**config.mk**
```make
export PLATFORM = sky130hd
export DESIGN_NAME = lifo_stack_engine_flat
export DESIGN_NICKNAME = d
export VERILOG_FILES = /design/src/hw/rtl/lse_pkg.sv /design/src/hw/rtl/lse_if.sv /design/src/hw/rtl/lifo_stack_engine.sv /design/src/hw/rtl/lse_cell.sv /design/src/flat_wrapper.sv
export SDC_FILE = /design/constraint.sdc
export NUM_CORES = 1
export LEC_CHECK = 0
export BUFFER_PORTS_ARGS = -buffer_cell sky130_fd_sc_hd__buf_2
export CORE_AREA = 5 5 194 196
export CTS_BUF_LIST = sky130_fd_sc_hd__clkbuf_8
export DETAILED_ROUTE_END_ITERATION = 8
export DIE_AREA = 0 0 199 201
export GPL_ROUTABILITY_DRIVEN = 0
export PLACE_DENSITY = 0.66
export SLEW_MARGIN = 30
export SYNTH_ARGS = -nofsm -noshare
export SYNTH_HDL_FRONTEND = slang
export SYNTH_HIERARCHICAL = 1
export SYNTH_SLANG_ARGS = --single-unit
```
**constraint.sdc**
```tcl
create_clock -name clk_i -period 4.5 [get_ports clk_i]
set_input_delay 0.9 -clock clk_i [delete_from_list [all_inputs] [get_ports clk_i]]
set_output_delay 0.9 -clock clk_i [all_outputs]
set_load 0.03 [all_outputs]
```
**src/hw/rtl/lse_pkg.sv**
```systemverilog
// Shared types and constants for the LIFO stack engine.
package lse_pkg;

  localparam int unsigned DataW    = 32;
  localparam int unsigned CmdW     = 2;
  localparam int unsigned StatusW  = 2;
  localparam int unsigned DefDepth = 8;

  typedef enum logic [CmdW-1:0] {
    CMD_PUSH = 2'd0,
    CMD_POP  = 2'd1,
    CMD_PEEK = 2'd2,
    CMD_DUMP = 2'd3
  } cmd_e;

  typedef enum logic [StatusW-1:0] {
    ST_OK    = 2'd0,
    ST_FULL  = 2'd1,
    ST_EMPTY = 2'd2
  } status_e;

  typedef enum logic [1:0] {
    CELL_HOLD = 2'd0,
    CELL_PUSH = 2'd1,
    CELL_POP  = 2'd2,
    CELL_ROT  = 2'd3
  } cell_op_e;

  typedef enum logic {
    FSM_IDLE = 1'b0,
    FSM_DUMP = 1'b1
  } fsm_e;

  typedef struct packed {
    cell_op_e op;
    logic     wrap;
  } cell_ctl_t;

endpackage

```
**src/hw/rtl/lse_if.sv**
```systemverilog
// Valid/ready channel interfaces for stack commands and results.
interface lse_cmd_if;
  logic                                valid;
  logic                                ready;
  logic [lse_pkg::CmdW-1:0]            command;
  logic signed [lse_pkg::DataW-1:0]    push_value;

  modport source (output valid, output command, output push_value, input ready);
  modport sink   (input valid, input command, input push_value, output ready);
endinterface

interface lse_res_if;
  logic                                valid;
  logic                                ready;
  logic [lse_pkg::StatusW-1:0]         status;
  logic signed [lse_pkg::DataW-1:0]    data_out;
  logic                                full_flag;
  logic                                empty_flag;
  logic                                last;

  modport source (output valid, output status, output data_out, output full_flag,
                  output empty_flag, output last, input ready);
  modport sink   (input valid, input status, input data_out, input full_flag,
                  input empty_flag, input last, output ready);
endinterface

```
**src/hw/rtl/lifo_stack_engine.sv**
```systemverilog
// Push, pop and peek give their word in the cycle after acceptance.
// Throughput: one push, pop or peek per cycle while the output is free; a
// dump of N entries emits N words in turn and blocks input until done.
// The rate is set by the single output register and the cell chain shift.
// Reset clears the fill count, control state and output valid; cell
// contents are left as they are.
module lifo_stack_engine #(
  parameter int unsigned DEPTH = lse_pkg::DefDepth
) (
  input  logic          clk_i,
  input  logic          rst_ni,
  lse_cmd_if.sink       in_i,
  lse_res_if.source     out_o
);

  localparam int unsigned CntW = $clog2(DEPTH + 1);

  logic signed [lse_pkg::DataW-1:0] cell_data [DEPTH];
  lse_pkg::cell_ctl_t               cell_ctl  [DEPTH];
  lse_pkg::cell_op_e                cell_op;

  lse_pkg::fsm_e   state_q, state_d;
  logic [CntW-1:0] count_q, count_d;
  logic [CntW-1:0] rem_q, rem_d;

  logic                              valid_q, valid_d;
  logic [lse_pkg::StatusW-1:0]       status_q, status_d;
  logic signed [lse_pkg::DataW-1:0]  data_q, data_d;
  logic                              full_q, full_d;
  logic                              empty_q, empty_d;
  logic                              last_q, last_d;

  logic out_free, accept, load;

  for (genvar i = 0; i < DEPTH; i++) begin : g_cell
    logic signed [lse_pkg::DataW-1:0] above, below;
    if (i == 0) begin : g_top
      assign above = in_i.push_value;
    end else begin : g_mid
      assign above = cell_data[i-1];
    end
    if (i == DEPTH - 1) begin : g_bot
      assign below = cell_data[i];
    end else begin : g_up
      assign below = cell_data[i+1];
    end
    assign cell_ctl[i].op   = cell_op;
    assign cell_ctl[i].wrap = (count_q == CntW'(i + 1));

    lse_cell u_cell (
      .clk_i   (clk_i),
      .ctl_i   (cell_ctl[i]),
      .above_i (above),
      .below_i (below),
      .top_i   (cell_data[0]),
      .data_o  (cell_data[i])
    );
  end

  assign out_free  = !valid_q || out_o.ready;
  assign in_i.ready = (state_q == lse_pkg::FSM_IDLE) && out_free;
  assign accept    = in_i.valid && in_i.ready;

  always_comb begin
    state_d  = state_q;
    count_d  = count_q;
    rem_d    = rem_q;
    cell_op  = lse_pkg::CELL_HOLD;
    load     = 1'b0;
    valid_d  = valid_q && !out_o.ready;
    status_d = status_q;
    data_d   = data_q;
    full_d   = full_q;
    empty_d  = empty_q;
    last_d   = last_q;

    if (accept) begin
      load     = 1'b1;
      status_d = lse_pkg::ST_OK;
      data_d   = '0;
      last_d   = 1'b1;
      case (lse_pkg::cmd_e'(in_i.command))
        lse_pkg::CMD_PUSH: begin
          if (count_q == CntW'(DEPTH)) begin
            status_d = lse_pkg::ST_FULL;
          end else begin
            cell_op = lse_pkg::CELL_PUSH;
            count_d = count_q + 1'b1;
          end
        end
        lse_pkg::CMD_POP: begin
          if (count_q == '0) begin
            status_d = lse_pkg::ST_EMPTY;
          end else begin
            cell_op = lse_pkg::CELL_POP;
            count_d = count_q - 1'b1;
            data_d  = cell_data[0];
          end
        end
        lse_pkg::CMD_PEEK: begin
          if (count_q == '0) begin
            status_d = lse_pkg::ST_EMPTY;
          end else begin
            data_d = cell_data[0];
          end
        end
        lse_pkg::CMD_DUMP: begin
          if (count_q == '0) begin
            status_d = lse_pkg::ST_EMPTY;
          end else begin
            // emit the top now and rotate; N rotations restore the order
            cell_op = lse_pkg::CELL_ROT;
            data_d  = cell_data[0];
            rem_d   = count_q - 1'b1;
            last_d  = (count_q == CntW'(1));
            if (count_q != CntW'(1)) begin
              state_d = lse_pkg::FSM_DUMP;
            end
          end
        end
        default: begin
          status_d = lse_pkg::ST_OK;
        end
      endcase
    end else if (state_q == lse_pkg::FSM_DUMP && out_free) begin
      load     = 1'b1;
      cell_op  = lse_pkg::CELL_ROT;
      status_d = lse_pkg::ST_OK;
      data_d   = cell_data[0];
      rem_d    = rem_q - 1'b1;
      last_d   = (rem_q == CntW'(1));
      if (rem_q == CntW'(1)) begin
        state_d = lse_pkg::FSM_IDLE;
      end
    end

    if (load) begin
      valid_d = 1'b1;
      full_d  = (count_d == CntW'(DEPTH));
      empty_d = (count_d == '0);
    end
  end

  always_ff @(posedge clk_i or negedge rst_ni) begin
    if (!rst_ni) begin
      state_q <= lse_pkg::FSM_IDLE;
      count_q <= '0;
      rem_q   <= '0;
      valid_q <= 1'b0;
    end else begin
      state_q <= state_d;
      count_q <= count_d;
      rem_q   <= rem_d;
      valid_q <= valid_d;
    end
  end

  always_ff @(posedge clk_i) begin
    status_q <= status_d;
    data_q   <= data_d;
    full_q   <= full_d;
    empty_q  <= empty_d;
    last_q   <= last_d;
  end

  assign out_o.valid      = valid_q;
  assign out_o.status     = status_q;
  assign out_o.data_out   = data_q;
  assign out_o.full_flag  = full_q;
  assign out_o.empty_flag = empty_q;
  assign out_o.last       = last_q;

endmodule

```
**src/hw/rtl/lse_cell.sv**
```systemverilog
// One stack cell: holds a word, loads from its upper or lower neighbor or the top.
module lse_cell (
  input  logic                              clk_i,
  input  lse_pkg::cell_ctl_t                ctl_i,
  input  logic signed [lse_pkg::DataW-1:0]  above_i,
  input  logic signed [lse_pkg::DataW-1:0]  below_i,
  input  logic signed [lse_pkg::DataW-1:0]  top_i,
  output logic signed [lse_pkg::DataW-1:0]  data_o
);

  logic signed [lse_pkg::DataW-1:0] data_q, data_d;

  always_comb begin
    case (ctl_i.op)
      lse_pkg::CELL_HOLD: data_d = data_q;
      lse_pkg::CELL_PUSH: data_d = above_i;
      lse_pkg::CELL_POP:  data_d = below_i;
      // bottom occupied cell takes the old top word during a dump rotation
      lse_pkg::CELL_ROT:  data_d = ctl_i.wrap ? top_i : below_i;
      default:            data_d = data_q;
    endcase
  end

  always_ff @(posedge clk_i) begin
    data_q <= data_d;
  end

  assign data_o = data_q;

endmodule

```
**src/flat_wrapper.sv**
```systemverilog
// flat-port wrapper written by rule: the top's interface ports become plain ports
module lifo_stack_engine_flat 
#(
  parameter int unsigned DEPTH = lse_pkg::DefDepth
)
  (clk_i, rst_ni, in_i_valid, in_i_command, in_i_push_value, in_i_ready, out_o_valid, out_o_status, out_o_data_out, out_o_full_flag, out_o_empty_flag, out_o_last, out_o_ready);
  lse_cmd_if in_i_i ();
  lse_res_if out_o_i ();
  input  logic clk_i;
  input  logic rst_ni;
  input wire logic [$bits(in_i_i.valid)-1:0] in_i_valid;
  input wire logic [$bits(in_i_i.command)-1:0] in_i_command;
  input wire logic [$bits(in_i_i.push_value)-1:0] in_i_push_value;
  output wire logic [$bits(in_i_i.ready)-1:0] in_i_ready;
  output wire logic [$bits(out_o_i.valid)-1:0] out_o_valid;
  output wire logic [$bits(out_o_i.status)-1:0] out_o_status;
  output wire logic [$bits(out_o_i.data_out)-1:0] out_o_data_out;
  output wire logic [$bits(out_o_i.full_flag)-1:0] out_o_full_flag;
  output wire logic [$bits(out_o_i.empty_flag)-1:0] out_o_empty_flag;
  output wire logic [$bits(out_o_i.last)-1:0] out_o_last;
  input wire logic [$bits(out_o_i.ready)-1:0] out_o_ready;
  assign in_i_i.valid = in_i_valid;
  assign in_i_i.command = in_i_command;
  assign in_i_i.push_value = in_i_push_value;
  assign in_i_ready = in_i_i.ready;
  assign out_o_valid = out_o_i.valid;
  assign out_o_status = out_o_i.status;
  assign out_o_data_out = out_o_i.data_out;
  assign out_o_full_flag = out_o_i.full_flag;
  assign out_o_empty_flag = out_o_i.empty_flag;
  assign out_o_last = out_o_i.last;
  assign out_o_i.ready = out_o_ready;
  lifo_stack_engine #(.DEPTH(DEPTH)) u_core (.clk_i(clk_i), .rst_ni(rst_ni), .in_i(in_i_i), .out_o(out_o_i));
endmodule
```
==> impl_metrics.ini, run 1 <==
[die]
core_area_um2 = 35910
ioPinCount = 77
dieWidth_um = 199
die_h_um = 201
initial_core_util_pct = 49.07
rows = 70
die-area_um2 = 40000

[worst_setup_path]
cp_common_cell = buf_4
path_cells = inv_1 -> ha_1 -> nor2b_1 -> and2_2 -> o31ai_1 -> a21oi_1 -> nor2_4 -> buf_4 -> buf_4 -> a21bo_1 -> a31oi_1
r2r_slack_ns = 0.97
critPathSlowestCell = buf_4
cp-start-kind = flip-flop
path_max_fanout = 50
worstPathArrival_ns = 3.81
critical_path_buf_inv_count = 3
slowest_delay_ns = 0.49
required_ns = 4.78
cp_top_family = buffers and inverters
endpoint_kind = flip-flop
criticalPathCategory = reg2reg

[detailed_routing]
vias = 12840
drt_wl_total_um = 41340
drc_errors = 0
drt_first_pass_iters = 5
wl_per_cell_um = 19.47
drt.antenna.violating_nets = 0
via_per_inst = 6.050
drt_iter0_markers = 1268

[finish]
syn2layout_area_growth_pct = 5.475
final_nets = 1672
insertedDiodeCount = 0
utilization_pct = 51.76
drive_above_1_share_pct = 12.93

[logic_synthesis]
syn_avg_cell_area_um2 = 10.71
synthesis.nets = 1689
ys_top_cells_by_area = edfxtp_1 50%, a21bo_1 13%, a31oi_1 9.2%
synthCells = 1645
ys_types = 43
yosysSeqAreaShare_pct = 51.35
ys_ff_latch = 303
yosysWarnings = 6
synth_top_area_share_pct = 49.93
syn_area_um2 = 17620
yosysTopAreaCell = edfxtp_1

[clocking]
insertion_delay_ns = 0.59
cts_resized = 0
cts_setup_buffers = 0
cts-root-buf = clkbuf_8
cts_htree_levels = 2
cts_hold_buf = 0
clockBufferDepth = 3
cts_buffers = 50
clock-sinks = 303
clk_pin_slew_ns = 0.06
cts_tree = built

[pwr]
powerDensity_nw_per_um2 = 809.9
max-vdd-ir-drop_v = 0.0003891
power_leakage_nw = 7.283

[global_route]
grt_pass1_wl_um = 65220
grt_overflow = 0
grt_usage_pct = 19.88
antenna_found_initial = 0
grt_pass1_vias = 11550
grt_max_degree = 246

[sta]
finalSetupTns_ns = 0
skew_ns = 0.02838
drv_slew = 0
maxSlewHeadroom_pct = 43.73
finalHoldViolCount = 0
finalWorstSetupSlack_ns = 0.9706
rsz0062_at_grt = false
timing.fmax_ghz = 0.2833
period_needed_ns = 3.529
tightest_slew_ns = 0.8440
setup_viol = 0
fin_crit_sh_pct = 78.43

[run]
maxCapViolCount = 0

[placed_design]
place_ws_ns = 1.025
portBuffers = 76
hpwl_um = 24790

[outcome]
status = finished, final reports clean

[worst_hold_path]
hold_path_class = in2async
==> where the power goes <==
part / internal, W / switching [W]
Sequential: 0.00540 / 0.00111
Clock: 0.00108 / 0.00109
Combinational: 0.00255 / 0.00382
Total: 0.00904 / 0.00601
==> cells in the mapped netlist (all sizes together) <==
master,number
and2,40
o21ai,9
or3,2
nor2b,4
a2111oi,1
or3b,1
buf,164
a31oi,259
a21bo,256
o211ai,2
o22a,1
ha,6
a21oi,5
inv,6
clkbuf,13
nand2b,5
o22ai,1
mux2i,1
o2111ai,1
nand2,4
dfrtp,10
or2,8
o41ai,1
nand3,261
nor3,7
o31ai,2
a21boi,1
nor2,273
nand4b,1
and3,1
nor3b,3
xor2,1
edfxtp,293
xnor2,2
==> sequential cells by signal (all words and copies together), names as in the netlist <==
signal and count:
u_core/out_o.data_out 32, u_core/rem_q 4, u_core/out_o.last 1, u_core/out_o.valid 1
u_core/g_cell.u_cell/data_o 256, u_core/state_q 1, u_core/out_o.empty_flag 1, u_core/out_o.status 2
u_core/out_o.full_flag 1, u_core/count_q 4
==> worst paths after layout <==
kind,start,endpoint,depth (start not counted)
setup / recovery,u_core/count_q[0],u_core/g_cell[7].u_cell/data_o[10],11
hold / removal,rst_ni,u_core/count_q[2],1
setup reg to reg,u_core/count_q[0],u_core/g_cell[7].u_cell/data_o[10],11
hold reg to reg,u_core/rem_q[1],u_core/rem_q[1],2
max in group asynchronous,rst_ni,u_core/rem_q[2],1
min in group clk_i,u_core/rem_q[1],u_core/rem_q[1],2
==> cells in the final DEF (no fill, tap or decap), drive strengths merged, types with 6 or more instances in the layout <==
master and count:
edfxtp 293, o21ai 9, ha 6, dfrtp 10, a31oi 259, clkbuf 54, and2 40, or2 8
nor2 273, nor3 7, clkinv 6, inv 24, a21bo 256, nand3 261, buf 108
==> layer usage <==
metal / share of wire, % / GRT usage (%) / vias to the layer above
met5: 0 / 0 / -
met4: 2.0 / 5.545 / 0
met3: 6.7 / 3.055 / 63
met2: 44 / 29.84 / 461
met1: 47 / 30.07 / 6145
li1: - / - / 6175
==> final cells by class <==
type,count,area [um2]
fillers,3139,17320
flip-flops and latches,303,9049
multi-input cells,1159,7331
repair buffers,108,757.0
clock buffers,54,743.2
well taps,468,585.6
clock inverters,25,97.59
inverters,6,22.52
==> metrics by stage <==
step	cells	power, W	hold slack, ns	instance area, um2
global placement	2043	0.01265	0.5001	17710
finish	2123	0.01505	0.1805	18590
CTS	2122	0.01508	0.1513	18550
detailed placement	2043	0.01287	0.5061	17710
floorplan	1645	0.01139	0.4726	17620
global route	2123	0.01608	0.1598	18590
==> cells by family (layout without fill, tap and decap cells) <==
group / after synthesis / count (layout) / share of synthesized area (%)
simple gates: 610 / 610 / 16.07
buf+inv: 183 / 193 / 7.285
compound gates: 539 / 539 / 24.66
flops: 303 / 303 / 51.35
mux: 1 / 1 / 0.05681
xor+xnor: 3 / 3 / 0.1491
fa+ha+maj: 6 / 6 / 0.4260
(Power assumes the default switching activity.)
==> run 2, diff against run 1 <==
--- a/config.mk
+++ b/config.mk
@@ -11,7 +11,7 @@
 export DETAILED_ROUTE_END_ITERATION = 8
 export DIE_AREA = 0 0 199 201
 export GPL_ROUTABILITY_DRIVEN = 0
-export PLACE_DENSITY = 0.66
+export PLACE_DENSITY = 0.69
 export SLEW_MARGIN = 30
 export SYNTH_ARGS = -nofsm -noshare
 export SYNTH_HDL_FRONTEND = slang
==> constraint.sdc (replaced) <==
create_clock -name clk_i -period 3.1 [get_ports clk_i]
set_input_delay 0.62 -clock clk_i [delete_from_list [all_inputs] [get_ports clk_i]]
set_output_delay 0.62 -clock clk_i [all_outputs]
set_load 0.03 [all_outputs]
==> impl_metrics.ini, run 2 (synthesis gave the netlist of run 1 again) <==
[outcome]
status = finished, final reports clean

[sta]
maxSlewHeadroom_pct = 48.72
timing.fmax_ghz = 0.3373
fin_crit_sh_pct = 95.64
whs_ns = 0.3604
finalSetupTns_ns = 0
drv_slew = 0
tightest_slew_ns = 0.7693
rsz0062_at_grt = true
period_needed_ns = 2.965
setup_viol = 0
finalHoldViolCount = 0
skew_ns = 0.01894

[worst_setup_path]
worstPathArrival_ns = 3.17
endpoint_kind = flip-flop
r2r_slack_ns = 0.14
required_ns = 3.30
cp-start-kind = flip-flop
r2r_start = u_core/count_q[0]
criticalPathCategory = reg2reg
path_max_fanout = 32
rr_endpoint = u_core/g_cell[1].u_cell/data_o[4]
reg2regPathDepth = 9

[die]
ioPinCount = 77
die-area_um2 = 40000
core_area_um2 = 35910
initial_core_util_pct = 49.07
die_h_um = 201
rows = 70
dieWidth_um = 199

[detailed_routing]
drt_wl_total_um = 37590
drt_iter0_markers = 1185
drt_first_pass_iters = 5
via_per_inst = 5.899
drt.antenna.violating_nets = 0
drc_errors = 0
vias = 12670
wl_per_cell_um = 17.50

[clocking]
clock-sinks = 303
cts_setup_buffers = 0
cts_htree_levels = 2
cts-root-buf = clkbuf_8
clk_pin_slew_ns = 0.06
cts_tree = built
cts_buffers = 48
clockBufferDepth = 3
insertion_delay_ns = 0.57

[finish]
mostFrequentLayoutCells = 293 x edfxtp_1, 272 x nor2_1, 261 x nand3_1, 258 x a31oi_1, 224 x a21bo_1
largest_register_ffs = 256
insertedDiodeCount = 0
final_nets = 1689
final_common_cell = edfxtp_1
syn2layout_area_growth_pct = 6.803
final_cells = 2148
drive_above_1_share_pct = 14.46
utilization_pct = 52.41

[pwr]
power_leakage_nw = 7.402
power_w = 0.02180
powerDensity_nw_per_um2 = 1158
max-vdd-ir-drop_v = 0.0006079

[worst_hold_path]
holdPathEnd = u_core/out_o.valid
min-delay-start = in_i_valid
min_path_cells = 2
hold_path_class = in2reg

[global_route]
grt_overflow = 0
antenna_found_initial = 0
grt_max_degree = 146
grt_pass1_wl_um = 60870
grt_pass1_vias = 11360
grt_usage_pct = 18.20

[run]
maxCapViolCount = 0

[placed_design]
hpwl_um = 25410
dp_cells = 2061
portBuffers = 76
==> run 2: cell types whose count changed in the layout (fill, tap and decap cells not counted), moves of 5 or more <==
cell | before | now
or2_1 | 8 | 0
inv_1 | 24 | 18
clkbuf_8 | 54 | 49
clkinv_1 | 6 | 15
clkinv_2 | 0 | 8
buf_12 | 9 | 16
buf_4 | 21 | 30
or2_2 | 0 | 8
==> run 2: worst max-delay path by stage <==
stage                            startpoint                                  to  slack [ns]
after floorplan             in_i_command[0]   u_core/g_cell[0].u_cell/data_o[0]        0.05
after global placement    u_core/count_q[0]  u_core/g_cell[0].u_cell/data_o[16]        0.23
final                     u_core/count_q[0]   u_core/g_cell[1].u_cell/data_o[4]        0.14
after CTS                 u_core/count_q[0]  u_core/g_cell[1].u_cell/data_o[19]        0.14
after global routing      u_core/count_q[0]  u_core/g_cell[0].u_cell/data_o[16]       -0.11
after detailed placement  u_core/count_q[0]  u_core/g_cell[1].u_cell/data_o[11]        0.16
==> run 2: final cells by class <==
cell class                 instances  area (um2)
clock buffer                      49       674.4
clock inverter                    36       150.1
fill                            3080       17090
inverter                           6       22.52
multi-input combinational       1159        7327
sequential                       303        9049
tap                              468       585.6
timing repair buffer             127        1011
==> run 2: metrics by stage <==
stage,area (um2),setup slack [ns]
6_report,18820,0.1353
2_1_floorplan,17620,0.05276
3_5_place_dp,17920,0.1631
3_3_place_gp,17920,0.2304
5_1_grt,18820,-0.1083
4_1_cts,18760,0.1377
==> run 2: worst max-delay path, cell delays in order (launching register included) <==
cell     delay (ns)
dfrtp_1        0.44
inv_1          0.12
ha_1           0.29
nor2b_1        0.19
and2_2         0.22
o31ai_1        0.21
a21oi_1        0.14
nor2_4         0.16
buf_12         0.20
or2_2          0.61
==> run 2: layer usage <==
metal	GRT usage (%)	up-vias	wire length, um	part of all wire [%]
met5	0	-	0	0
met2	24.57	504	15270	41
met3	2.820	53	3033	8.1
met4	4.323	0	682	1.8
met1	30.35	5906	18600	49
li1	-	6209	-	-
==> run 2: where the power goes <==
part / switching (W) / internal (W)
sequential: 0.00172 / 0.00785
clock: 0.00155 / 0.00147
combinational: 0.00530 / 0.00392
==> run 2: what timing repair did <==
action | in CTS | in global routing
setup endpoints to repair | 0 | 146
hold endpoints to repair | 10 | 0
resized for setup | 0 | 7
hold buffers | 1 | 0
==> run 3, diff against run 2 <==
--- a/config.mk
+++ b/config.mk
@@ -11,7 +11,8 @@
 export DETAILED_ROUTE_END_ITERATION = 8
 export DIE_AREA = 0 0 199 201
 export GPL_ROUTABILITY_DRIVEN = 0
-export PLACE_DENSITY = 0.69
+export GPL_TIMING_DRIVEN = 1
+export PLACE_DENSITY_LB_ADDON = 0.05
 export SLEW_MARGIN = 30
 export SYNTH_ARGS = -nofsm -noshare
 export SYNTH_HDL_FRONTEND = slang
==> impl_metrics.ini, run 3 (synthesis gave the netlist of run 1 again) <==
[clocking]
clock-sinks = 303
cts_tree = built
insertion_delay_ns = 0.60
cts_htree_levels = 2
clockBufferDepth = 3
cts_buffers = 53
clk_pin_slew_ns = 0.06
cts-root-buf = clkbuf_8

[sta]
rsz0062_at_grt = false
tightest_slew_ns = 0.7818
period_needed_ns = 2.927
finalHoldViolCount = 0
setup_viol = 0
finalWorstSetupSlack_ns = 0.1729
skew_ns = 0.01343
fin_crit_sh_pct = 94.42
drv_slew = 0
whs_ns = 0.3174
finalSetupTns_ns = 0
maxSlewHeadroom_pct = 47.88
timing.fmax_ghz = 0.3416

[finish]
final_common_cell = edfxtp_1
mostFrequentLayoutCells = 293 x edfxtp_1, 272 x nor2_1, 261 x nand3_1, 259 x a31oi_1, 224 x a21bo_1
insertedDiodeCount = 0
fillers = 3216
syn2layout_area_growth_pct = 8.222
final_nets = 1700
utilization_pct = 53.10
drive_above_1_share_pct = 14.82
final_area_um2 = 19070
largest_register_ffs = 256

[placed_design]
portBuffers = 76
post_dp_cell_area_um2 = 18050
place_ws_ns = 0.07204
hpwl_um = 26040

[worst_setup_path]
cp_top_family = simple AND/OR/NAND/NOR gates
path_cells = inv_1 -> ha_2 -> or3b_1 -> nand3_1 -> o31ai_1 -> a21oi_1 -> nor2_4 -> buf_12 -> or2_2 -> buf_12
cp_common_cell = buf_12
rr_endpoint = u_core/g_cell[7].u_cell/data_o[21]
crit_cells = 10
startpoint = u_core/count_q[0]
cp-start-kind = flip-flop
critPathSlowestCell = dfrtp_2
reg2regPathDepth = 10
criticalPathCategory = reg2reg
worstPathArrival_ns = 3.28
slowest_delay_ns = 0.45
crit_end = u_core/g_cell[7].u_cell/data_o[21]
required_ns = 3.45
path_max_fanout = 24
critical_path_buf_inv_count = 3
r2r_start = u_core/count_q[0]
endpoint_kind = flip-flop
r2r_slack_ns = 0.17

[detailed_routing]
drc_errors = 0
drt_wl_total_um = 41750
drt_first_pass_iters = 5
drt_iter0_markers = 1079
drt.antenna.violating_nets = 0
via_per_inst = 5.872
vias = 12700
wl_per_cell_um = 19.31

[die]
die-area_um2 = 40000
dieWidth_um = 199
ioPinCount = 77
die_h_um = 201
core_area_um2 = 35910
initial_core_util_pct = 49.07
rows = 70

[global_route]
grt_usage_pct = 20.04
antenna_found_initial = 0
grt_max_degree = 119
grt_pass1_wl_um = 65650
grt_pass1_vias = 11420
grt_overflow = 0

[pwr]
power_leakage_nw = 7.551
powerDensity_nw_per_um2 = 1176
max-vdd-ir-drop_v = 0.0004900

[outcome]
status = finished, final reports clean

[run]
maxCapViolCount = 0

[worst_hold_path]
hold_path_class = in2reg
run 3: cell count changes in the layout (fill, tap and decap cells not counted), sizes merged:
cell      before  now
clkinv        23    8
inv           19   33
clkbuf        50   59
buf          125  130
clkinvlp       0    1
run 3: repair_timing:
item | CTS | global route
setup buffers | 0 | 1
gates resized for setup | 0 | 5
endpoints found under the hold margin | 10 | 0
setup endpoints to repair | 0 | 85
hold buffers | 1 | 0
run 3: per-layer routing:
metal  track usage (%)  share of wire (%)  up-vias
met3             2.954                5.6       55
met4             4.543                1.5        0
met2             27.19                 40      336
met1             33.42                 52     6059
met5                 0                  0        -
li1                  -                  -     6246
run 3: area by class of cell:
class / count / area [um2] / share of cell area, %
flip-flops and latches: 303 / 9050 / 47.46
multi-input cells: 1159 / 7322 / 38.40
repair buffers: 133 / 1165 / 6.109
clock buffers: 57 / 784.5 / 4.114
well taps: 468 / 585.6 / 3.071
clock inverters: 36 / 140.1 / 0.7349
inverters: 6 / 22.52 / 0.1181
run 3: worst register-to-register path, cell delays in order (launching register included):
cell	delay [ns]
dfrtp_2	0.45
inv_1	0.11
ha_2	0.25
or3b_1	0.41
nand3_1	0.15
o31ai_1	0.09
a21oi_1	0.25
nor2_4	0.12
buf_12	0.18
or2_2	0.45
buf_12	0.22
run 3: metrics by stage:
stage	total power (W)	cells
2_1_floorplan	0.01653	1645
4_1_cts	0.02245	2159
3_5_place_dp	0.01906	2065
5_1_grt	0.02398	2162
3_3_place_gp	0.01876	2065
6_report	0.02243	2162
run 3: worst min path at each step:
stage                         start                 end  cells after the start
CTS                      in_i_valid  u_core/out_o.valid                      2
floorplan                    rst_ni   u_core/count_q[0]                      0
global placement    u_core/rem_q[1]     u_core/rem_q[1]                      2
global route             in_i_valid  u_core/out_o.valid                      2
detailed placement  u_core/rem_q[1]     u_core/rem_q[1]                      2
finish                   in_i_valid  u_core/out_o.valid                      2
run 3: power by group:
part / total (W) / internal [W] / switching [W]
sequential: 0.00952 / 0.00784 / 0.00168
clock: 0.00333 / 0.00167 / 0.00166
combinational: 0.00958 / 0.00406 / 0.00552
total: 0.0224 / 0.0136 / 0.00886
